--- src/rtl/core/rc4_pkg.sv ---
`timescale 1ns / 1ps
// ----------------------------------------------------------------------------
// rc4 package
// Shared widths, configuration register indexes and interface structs.
// ----------------------------------------------------------------------------
package rc4_pkg;

  localparam int unsigned BYTE_W     = 8;
  localparam int unsigned PERM_DEPTH = 256;
  localparam int unsigned CFG_W      = 64;
  localparam int unsigned KEY_W      = 2 * CFG_W;

  // configuration register indexes
  localparam logic CFG_KEY_LOW  = 1'b0;
  localparam logic CFG_KEY_HIGH = 1'b1;

  // output buffer room, as seen by the engine
  typedef struct packed {
    logic idle_ok;    // a slot is free for an item accepted from idle
    logic finish_ok;  // a slot stays free while the current result is pushed
  } rc4_room_t;

  // one result pushed by the engine
  typedef struct packed {
    logic              valid;
    logic [BYTE_W-1:0] data;
  } rc4_res_t;

endpackage

--- src/rtl/core/rc4_stream_cipher.sv ---
`timescale 1ns / 1ps
// ----------------------------------------------------------------------------
// rc4 stream cipher
// RC4 with a 128-bit key in two configuration registers, one output byte
// for each input byte, key schedule on a byte flagged as restart.
// ----------------------------------------------------------------------------
//
// channel | direction | signals                                   | payload
// --------+-----------+-------------------------------------------+-------------------
// in      | input     | in_valid_i / in_ready_o                   | data_in_i, restart_i
// out     | output    | out_valid_o / out_ready_i                 | data_out_o
// cfg     | input     | cfg_valid_i / cfg_ready_o                 | cfg_index_i, cfg_data_i
//
// a generator byte runs the read of s[i], the read of s[j] and the swap writes
// with the keystream read on the one-read one-write permutation ram; back to
// back the next read of s[i] overlaps the last swap write; a restart byte adds
// the identity fill of all 256 entries, the key schedule and the first read
// reset clears the indices, the key and the output buffer; the ram holds
// no reset value and is filled by the first key schedule
// a two-entry output buffer lets the next byte start while a result waits

module rc4_stream_cipher
  import rc4_pkg::*;
(
  input  logic              clk_i,
  input  logic              rst_ni,
  input  logic              in_valid_i,
  output logic              in_ready_o,
  input  logic [BYTE_W-1:0] data_in_i,
  input  logic              restart_i,
  output logic              out_valid_o,
  input  logic              out_ready_i,
  output logic [BYTE_W-1:0] data_out_o,
  input  logic              cfg_valid_i,
  output logic              cfg_ready_o,
  input  logic              cfg_index_i,
  input  logic [CFG_W-1:0]  cfg_data_i
);

  logic [CFG_W-1:0]  key_low_q;
  logic [CFG_W-1:0]  key_high_q;
  logic [BYTE_W-1:0] buf_q [2];
  logic              wr_ptr_q;
  logic              rd_ptr_q;
  logic [1:0]        count_q, count_d;
  logic              push;
  logic              pop;
  rc4_room_t         room;
  rc4_res_t          res;

  // configuration registers
  assign cfg_ready_o = 1'b1;

  always_ff @(posedge clk_i or negedge rst_ni) begin
    if (!rst_ni) begin
      key_low_q  <= '0;
      key_high_q <= '0;
    end else if (cfg_valid_i && cfg_ready_o) begin
      case (cfg_index_i)
        CFG_KEY_LOW:  key_low_q  <= cfg_data_i;
        CFG_KEY_HIGH: key_high_q <= cfg_data_i;
        default: begin
        end
      endcase
    end
  end

  rc4_engine u_engine (
    .clk_i      (clk_i),
    .rst_ni     (rst_ni),
    .key_i      ({key_high_q, key_low_q}),
    .in_valid_i (in_valid_i),
    .in_ready_o (in_ready_o),
    .data_i     (data_in_i),
    .restart_i  (restart_i),
    .room_i     (room),
    .res_o      (res)
  );

  // output buffer
  assign push        = res.valid;
  assign pop         = out_valid_o && out_ready_i;
  assign out_valid_o = (count_q != 2'd0);
  assign data_out_o  = buf_q[rd_ptr_q];

  assign room.idle_ok   = (count_q != 2'd2);
  assign room.finish_ok = (count_q == 2'd0) || ((count_q == 2'd1) && pop);

  always_comb begin
    count_d = count_q;
    if (push && !pop) begin
      count_d = 2'(count_q + 1'b1);
    end else if (pop && !push) begin
      count_d = 2'(count_q - 1'b1);
    end
  end

  always_ff @(posedge clk_i or negedge rst_ni) begin
    if (!rst_ni) begin
      wr_ptr_q <= 1'b0;
      rd_ptr_q <= 1'b0;
      count_q  <= 2'd0;
    end else begin
      count_q <= count_d;
      if (push) begin
        wr_ptr_q <= ~wr_ptr_q;
      end
      if (pop) begin
        rd_ptr_q <= ~rd_ptr_q;
      end
    end
  end

  always_ff @(posedge clk_i) begin
    if (push) begin
      buf_q[wr_ptr_q] <= res.data;
    end
  end

  // checks
  a_no_push_when_full: assert property (@(posedge clk_i) disable iff (!rst_ni)
    push |-> ((count_q != 2'd2) || pop))
    else $error("result pushed into a full output buffer");

  a_count_bound: assert property (@(posedge clk_i) disable iff (!rst_ni)
    count_q != 2'd3)
    else $error("output buffer count out of range");

  a_ready_drops: assert property (@(posedge clk_i) disable iff (!rst_ni)
    (in_valid_i && in_ready_o) |=> !in_ready_o)
    else $error("input ready right after a transfer");

endmodule

--- src/rtl/core/rc4_ram.sv ---
`timescale 1ns / 1ps
// ----------------------------------------------------------------------------
// rc4 generic ram
// One write port, one read port, registered read returning the old data
// on a read and write of the same address in one cycle.
// ----------------------------------------------------------------------------
module rc4_ram #(
  parameter int unsigned WIDTH = 8,
  parameter int unsigned DEPTH = 256
) (
  input  logic                     clk_i,
  input  logic                     we_i,
  input  logic [$clog2(DEPTH)-1:0] waddr_i,
  input  logic [WIDTH-1:0]         wdata_i,
  input  logic [$clog2(DEPTH)-1:0] raddr_i,
  output logic [WIDTH-1:0]         rdata_o
);

  logic [WIDTH-1:0] mem_q [DEPTH];
  logic [WIDTH-1:0] rdata_q;

  // storage write and registered read
  always_ff @(posedge clk_i) begin
    if (we_i) begin
      mem_q[waddr_i] <= wdata_i;
    end
    rdata_q <= mem_q[raddr_i];
  end

  assign rdata_o = rdata_q;

endmodule

--- src/rtl/core/rc4_engine.sv ---
`timescale 1ns / 1ps
// ----------------------------------------------------------------------------
// rc4 engine
// Sequencer around the permutation ram: identity fill, key schedule and
// keystream generation with swap and read-during-write forwarding.
// ----------------------------------------------------------------------------
module rc4_engine
  import rc4_pkg::*;
(
  input  logic              clk_i,
  input  logic              rst_ni,
  input  logic [KEY_W-1:0]  key_i,
  input  logic              in_valid_i,
  output logic              in_ready_o,
  input  logic [BYTE_W-1:0] data_i,
  input  logic              restart_i,
  input  rc4_room_t         room_i,
  output rc4_res_t          res_o
);

  typedef enum logic [3:0] {
    ST_IDLE,
    ST_INIT,
    ST_KA,
    ST_KB,
    ST_KC,
    ST_KD,
    ST_PA,
    ST_PB,
    ST_PC,
    ST_PD
  } state_e;

  localparam logic [BYTE_W-1:0] LastIdx = BYTE_W'(PERM_DEPTH - 1);

  state_e            state_q, state_d;
  logic [BYTE_W-1:0] n_q, n_d;
  logic [BYTE_W-1:0] i_q, i_d;
  logic [BYTE_W-1:0] j_q, j_d;
  logic [BYTE_W-1:0] si_q, si_d;
  logic [BYTE_W-1:0] sj_q, sj_d;
  logic [BYTE_W-1:0] data_q, data_d;
  logic              fwd_q, fwd_d;
  logic              fwd2_q, fwd2_d;
  logic              fwd3_q, fwd3_d;

  logic              ram_we;
  logic [BYTE_W-1:0] ram_waddr;
  logic [BYTE_W-1:0] ram_wdata;
  logic [BYTE_W-1:0] ram_raddr;
  logic [BYTE_W-1:0] ram_rdata;

  logic              accept;
  logic [BYTE_W-1:0] key_byte;
  logic [BYTE_W-1:0] rd_si;
  logic [BYTE_W-1:0] ks;
  logic [BYTE_W-1:0] i_next;
  logic [BYTE_W-1:0] t_idx;

  rc4_ram #(
    .WIDTH (BYTE_W),
    .DEPTH (PERM_DEPTH)
  ) u_perm_ram (
    .clk_i   (clk_i),
    .we_i    (ram_we),
    .waddr_i (ram_waddr),
    .wdata_i (ram_wdata),
    .raddr_i (ram_raddr),
    .rdata_o (ram_rdata)
  );

  // handshake and shared datapath terms
  assign in_ready_o = ((state_q == ST_IDLE) && room_i.idle_ok) ||
                      ((state_q == ST_PD) && room_i.finish_ok);
  assign accept     = in_valid_i && in_ready_o;
  assign key_byte   = key_i[{n_q[3:0], 3'b000} +: BYTE_W];
  assign rd_si      = fwd_q ? si_q : ram_rdata;
  // keystream entry hit by the swap: s[i] now holds old s[j], s[j] still
  // waits for its write of old s[i]
  assign ks         = fwd2_q ? sj_q : (fwd3_q ? si_q : ram_rdata);
  assign i_next     = BYTE_W'(i_q + 1'b1);
  assign t_idx      = BYTE_W'(si_q + ram_rdata);

  // next state and ram port control
  always_comb begin
    state_d    = state_q;
    n_d        = n_q;
    i_d        = i_q;
    j_d        = j_q;
    si_d       = si_q;
    sj_d       = sj_q;
    data_d     = data_q;
    fwd_d      = fwd_q;
    fwd2_d     = fwd2_q;
    fwd3_d     = fwd3_q;
    ram_we     = 1'b0;
    ram_waddr  = n_q;
    ram_wdata  = n_q;
    ram_raddr  = i_next;
    res_o.valid = 1'b0;
    res_o.data  = data_q ^ ks;

    case (state_q)
      ST_IDLE: begin
        if (accept) begin
          data_d = data_i;
          if (restart_i) begin
            n_d     = '0;
            state_d = ST_INIT;
          end else begin
            ram_raddr = i_next;
            i_d       = i_next;
            fwd_d     = 1'b0;
            state_d   = ST_PB;
          end
        end
      end
      // identity fill, one entry a cycle
      ST_INIT: begin
        ram_we    = 1'b1;
        ram_waddr = n_q;
        ram_wdata = n_q;
        n_d       = BYTE_W'(n_q + 1'b1);
        if (n_q == LastIdx) begin
          j_d     = '0;
          state_d = ST_KA;
        end
      end
      // key schedule: read s[n]
      ST_KA: begin
        ram_raddr = n_q;
        state_d   = ST_KB;
      end
      // key schedule: new j, read s[j]
      ST_KB: begin
        si_d      = ram_rdata;
        j_d       = BYTE_W'(j_q + ram_rdata + key_byte);
        ram_raddr = BYTE_W'(j_q + ram_rdata + key_byte);
        state_d   = ST_KC;
      end
      // key schedule: s[n] <= s[j]
      ST_KC: begin
        ram_we    = 1'b1;
        ram_waddr = n_q;
        ram_wdata = ram_rdata;
        state_d   = ST_KD;
      end
      // key schedule: s[j] <= old s[n]
      ST_KD: begin
        ram_we    = 1'b1;
        ram_waddr = j_q;
        ram_wdata = si_q;
        n_d       = BYTE_W'(n_q + 1'b1);
        if (n_q == LastIdx) begin
          i_d     = '0;
          j_d     = '0;
          state_d = ST_PA;
        end else begin
          state_d = ST_KA;
        end
      end
      // first generator read after the key schedule
      ST_PA: begin
        ram_raddr = i_next;
        i_d       = i_next;
        fwd_d     = 1'b0;
        state_d   = ST_PB;
      end
      // generator: new j, read s[j]
      ST_PB: begin
        si_d      = rd_si;
        j_d       = BYTE_W'(j_q + rd_si);
        ram_raddr = BYTE_W'(j_q + rd_si);
        state_d   = ST_PC;
      end
      // generator: s[i] <= s[j], read keystream entry
      ST_PC: begin
        ram_we    = 1'b1;
        ram_waddr = i_q;
        ram_wdata = ram_rdata;
        sj_d      = ram_rdata;
        ram_raddr = t_idx;
        fwd2_d    = (t_idx == i_q);
        fwd3_d    = (t_idx == j_q);
        state_d   = ST_PD;
      end
      // generator: s[j] <= s[i], push result, maybe take the next byte
      ST_PD: begin
        ram_we      = 1'b1;
        ram_waddr   = j_q;
        ram_wdata   = si_q;
        res_o.valid = 1'b1;
        if (accept) begin
          data_d = data_i;
          if (restart_i) begin
            n_d     = '0;
            state_d = ST_INIT;
          end else begin
            ram_raddr = i_next;
            i_d       = i_next;
            fwd_d     = (i_next == j_q);
            state_d   = ST_PB;
          end
        end else begin
          state_d = ST_IDLE;
        end
      end
      default: begin
        state_d = ST_IDLE;
      end
    endcase
  end

  // state and datapath registers
  always_ff @(posedge clk_i or negedge rst_ni) begin
    if (!rst_ni) begin
      state_q <= ST_IDLE;
      n_q     <= '0;
      i_q     <= '0;
      j_q     <= '0;
      fwd_q   <= 1'b0;
      fwd2_q  <= 1'b0;
      fwd3_q  <= 1'b0;
    end else begin
      state_q <= state_d;
      n_q     <= n_d;
      i_q     <= i_d;
      j_q     <= j_d;
      fwd_q   <= fwd_d;
      fwd2_q  <= fwd2_d;
      fwd3_q  <= fwd3_d;
    end
  end

  // payload registers
  always_ff @(posedge clk_i) begin
    si_q   <= si_d;
    sj_q   <= sj_d;
    data_q <= data_d;
  end

endmodule

--- config.mk ---
export PLATFORM = sky130hd
export DESIGN_NAME = rc4_stream_cipher
export DESIGN_NICKNAME = d
export VERILOG_FILES = /design/src/rtl/core/rc4_pkg.sv /design/src/rtl/core/rc4_stream_cipher.sv /design/src/rtl/core/rc4_ram.sv /design/src/rtl/core/rc4_engine.sv
export SDC_FILE = /design/constraint.sdc
export NUM_CORES = 2
export LEC_CHECK = 0
export BUFFER_PORTS_ARGS = -buffer_cell sky130_fd_sc_hd__clkbuf_2
export CAP_MARGIN = 15
export CORE_MARGIN = 1
export CORE_UTILIZATION = 32
export CTS_BUF_LIST = sky130_fd_sc_hd__clkbuf_8
export DETAILED_ROUTE_END_ITERATION = 8
export GPL_ROUTABILITY_DRIVEN = 0
export HOLD_SLACK_MARGIN = 0.02
export MAX_ROUTING_LAYER = met4
export SYNTH_ARGS = -nofsm -noshare
export SYNTH_HDL_FRONTEND = slang
export SYNTH_SLANG_ARGS = --single-unit
--- constraint.sdc ---
create_clock -name clk_i -period 12.2 [get_ports clk_i]
set_input_delay 0.61 -clock clk_i [delete_from_list [all_inputs] [get_ports clk_i]]
set_output_delay 0.61 -clock clk_i [all_outputs]
set_load 0.02 [all_outputs]
==> results.cfg <==
[outcome]
status = finished with violations
violations = slew limit

[timing]
clock-skew-final_ns = 0.145
finalHoldViolCount = 0
finalCritPeriodShare = 0.665
rsz0062_at_grt = false
worst_slew_margin_rel = -0.0111
period_minus_slack_ns = 8.11
fmax_ghz = 0.123
tightest_slew_ns = 1.52
setup_tns_ns = 0
finalMaxSlewViolations = 1
finalSetupViolations = 0

[setup_path]
slowest_stage = nor3_1
r2r_setup_slack_ns = 4.09
crit_path_frequent_cell = buf_4
max_stage_delay_ns = 1.13
crit-reg2reg-launch = u_engine.n_q[0]$_DFFE_PN0P_
required_ns = 13.14
cpLargestDelayFamily = simple AND/OR/NAND/NOR gates
cp-start-kind = flop
path_buf_inv = 4
cp_max_fo = 41
crit_path_cell_trace = buf_4 > mux4_2 > mux4_2 > fa_1 > ha_1 > inv_1 > fa_1 > a2111oi_2 > a221o_1 > nor2_4 > buf_4 > buf_4 > nand3_1 > nor3_1 > o41ai_1 > o311a_1
regToRegEndpoint = u_engine.u_perm_ram.rdata_o[3]$_DFF_P_
r2r.worst_path.cells = 16
critPathArrivalTime_ns = 9.05
critical_path.endpoint_type = flop
criticalPathCategory = flop to flop

[logic_synthesis]
synth.yosys.warnings = 0
synth_edf_count = 2088
synth.yosys.seq_area_share = 0.714
synthesis.instances = 6979
synth.net_count = 7094
syn-mean-instance-area_sq_um = 13.4
synth_cell_type_count = 87
ys_seq_elements = 2259
asr_flop_ratio_synth = 0.0722
post_synth_instance_area_sq_um = 93800
ys.flop_type = edfxtp_1

[route]
post_drt_wl_per_cell_um = 26.8
post-route-drc-count = 0
detail_route.wirelength.met1_um = 116000
postRouteAntennaNets = 0
via_per_inst = 5.52
detailroute.wirelength.met3_um = 33900
detailroute.wirelength.met2_um = 137000
drt_wl_total_um = 304000
via_count = 62700
top_signal_layer_used = met4
drt-pass1-iter-count = 7
detailedRoute.firstIterationViolations = 8498

[cts]
clkLatencyLatePin_ns = 1.05
clk_transition_reported_paths_ns = 0.07
cts_resized = 0
clkSinkCount = 2259
cts-buffers-inserted = 361
cts-root-to-sink-buffers = 4
clock_tree_from_tritoncts = yes
clk_root_buffer_cell = clkbuf_8
cts.htree.levels = 5

[power]
p_leak_nw = 36.2
intPower_mw = 15.9
p_per_area_nw_per_um2 = 267
peakVddDrop_mv = 0.278
switching_share = 0.436
seq_power_share = 0.346
power_frac_clock = 0.220
finalPower_mw = 28.2
pwr-share-comb = 0.434
power.net_switching_mw = 12.3

[global_route]
first_global_vias = 59400
number_of_antenna_violations_at_the_first_check_in_global_routing = 10
globalRouteOverflowTotal = 0
grt_first_pass_wirelength_um = 434000
pin_count_of_the_biggest_net_entering_global_routing = 217
grt.total_usage = 0.207

[layout]
fin_nets = 7292
final_cell_area_sq_um = 106000
final_core_utilization = 0.363
num-fill-cells = 27800
layout_common_cells = edfxtp_1 (2088), nand2_1 (1643), nand3_1 (491)
final-instance-count-excl-fill = 11400
synthToLayoutAreaGrowth_pct = 12.6
layout_commonest_cell = edfxtp_1
proportion_of_layout_cells_with_a_drive_suffix_above_1 = 0.125

[worst_hold_path]
min_delay_path_depth = 3
timing.hold.worst_endpoint = u_engine.state_q[0]$_DFFE_PN0P_
hp-start = in_valid_i
min_path_type = input pin to flop

[job]
drv.max_cap_violation_count = 0

[floorplanning]
floorplan.core_area_sq_um = 291000
std_cell_rows = 198
die_w_um = 543
initial_cell_density_of_the_core = 0.322
die-height_um = 543
die_area_sq_um = 295000
io-pin-count = 90

[placement]
post-dp-hpwl_um = 185000
io_buffers = 88
place_area_sq_um = 98000
placed_cells = 10600
routing by layer:
layer | vias up | GRT usage
met3 | 792 | 0.0546
met5 | - | -
li1 | 26500 | -
met1 | 31600 | 0.260
met2 | 3764 | 0.306
met4 | 0 | 0.106
synth_stat cells, types with 7 or more instances:
master	number	share of area
a2111oi_0	8	0.00075
a211o_1	8	0.00075
a211oi_1	23	0.0018
a21o_1	10	0.00080
a21oi_1	277	0.015
a221oi_1	107	0.010
a22oi_1	31	0.0025
a311oi_1	88	0.0082
a31oi_1	81	0.0054
a32o_1	15	0.0016
a32oi_1	106	0.0099
and2_1	8	0.00053
and3_1	149	0.0099
buf_1	11	0.00044
buf_2	223	0.012
buf_4	101	0.0081
buf_6	21	0.0025
clkbuf_1	124	0.0050
dfrtp_1	163	0.043
dfxtp_1	8	0.0017
edfxtp_1	2088	0.67
fa_1	10	0.0021
ha_1	26	0.0035
inv_1	20	0.00080
mux2_2	149	0.018
mux2i_1	166	0.018
mux4_2	53	0.013
nand2_1	1645	0.066
nand2b_1	7	0.00047
nand3_1	492	0.026
nand4_1	29	0.0019
nor2_1	362	0.014
nor3_1	73	0.0039
nor4_1	12	0.00080
o211ai_1	8	0.00064
o21a_1	8	0.00064
o21ai_0	67	0.0036
o22ai_1	28	0.0019
o31a_1	8	0.00075
o31ai_1	10	0.00080
xnor2_1	38	0.0035
xor2_1	26	0.0024
through the flow:
step	hold WS [ns]	worst slack, ns
global route	0.189	3.97
finish	0.167	4.09
global placement	0.471	4.39
floorplan	0.314	2.21
detailed placement	0.473	4.31
CTS	0.0797	4.37
flip-flops by register name, indices dropped and copies added (netlist names), 16 cells and up:
register / flops
buf_q: 16
u_engine.u_perm_ram.mem_q: 2048
key_low_q: 64
key_high_q: 64
what timing repair did:
item | in CTS | in global routing
hold buffers | 75 | 0
buffers inserted | 0 | 0
hold endpoints to repair | 225 | 0
worst max path at each step:
stage                     slack, ns  cells after the start                       startpoint                                   endpoint
after floorplan                2.21                      7  u_engine.state_q[2]$_DFFE_PN0P_  u_engine.u_perm_ram.mem_q[0][0]$_DFFE_PP_
after global placement         4.39                     16      u_engine.n_q[0]$_DFFE_PN0P_     u_engine.u_perm_ram.rdata_o[3]$_DFF_P_
after detailed placement       4.31                     16      u_engine.n_q[0]$_DFFE_PN0P_     u_engine.u_perm_ram.rdata_o[3]$_DFF_P_
after CTS                      4.37                     16      u_engine.n_q[0]$_DFFE_PN0P_     u_engine.u_perm_ram.rdata_o[3]$_DFF_P_
after global routing           3.97                     16      u_engine.n_q[0]$_DFFE_PN0P_     u_engine.u_perm_ram.rdata_o[3]$_DFF_P_
final                          4.09                     16      u_engine.n_q[0]$_DFFE_PN0P_     u_engine.u_perm_ram.rdata_o[3]$_DFF_P_
power groups by stage:
stage / Clock (mW) / Combinational (mW) / Sequential, mW
floorplan: 0 / 7.49 / 10.1
finish: 6.22 / 12.2 / 9.77
global placement: 0 / 11.7 / 9.89
CTS: 6.27 / 11.9 / 9.75
global route: 6.60 / 12.8 / 9.77
detailed placement: 0 / 11.9 / 9.91
worst register-to-register path: stages (launching register included):
cell,delay [ns]
dfrtp_2,0.59
buf_4,0.53
mux4_2,0.58
mux4_2,0.54
fa_1,0.51
ha_1,0.16
inv_1,0.07
fa_1,0.58
a2111oi_2,0.12
a221o_1,0.42
nor2_4,0.14
buf_4,0.44
buf_4,0.63
nand3_1,1.04
nor3_1,1.14
o41ai_1,0.28
o311a_1,0.33
kinds of logic (layout without fill, tap and decap cells):
group           after synthesis  in the layout  synth area share
compound gates              949            949            0.0713
buf+inv                     501            972            0.0288
fa+ha+maj                    36             36           0.00560
flops                      2259           2259             0.714
other cells                   1             12         0.0000400
mux                         368            368            0.0483
simple gates               2801           2801             0.126
xor+xnor                     64             64           0.00598
final cells by class:
class                   instances  area [sq um]  share of cell area
diodes                         11          27.5            0.000261
clock buffers                 376          5170              0.0490
clock inverters               260          1530              0.0145
inverters                      21          80.1            0.000759
multi-input cells            4219         24300               0.231
flip-flops and latches       2259         66900               0.634
well taps                    3900          4880              0.0462
repair buffers                315          2570              0.0243
Power figures use the tool's default switching activity.
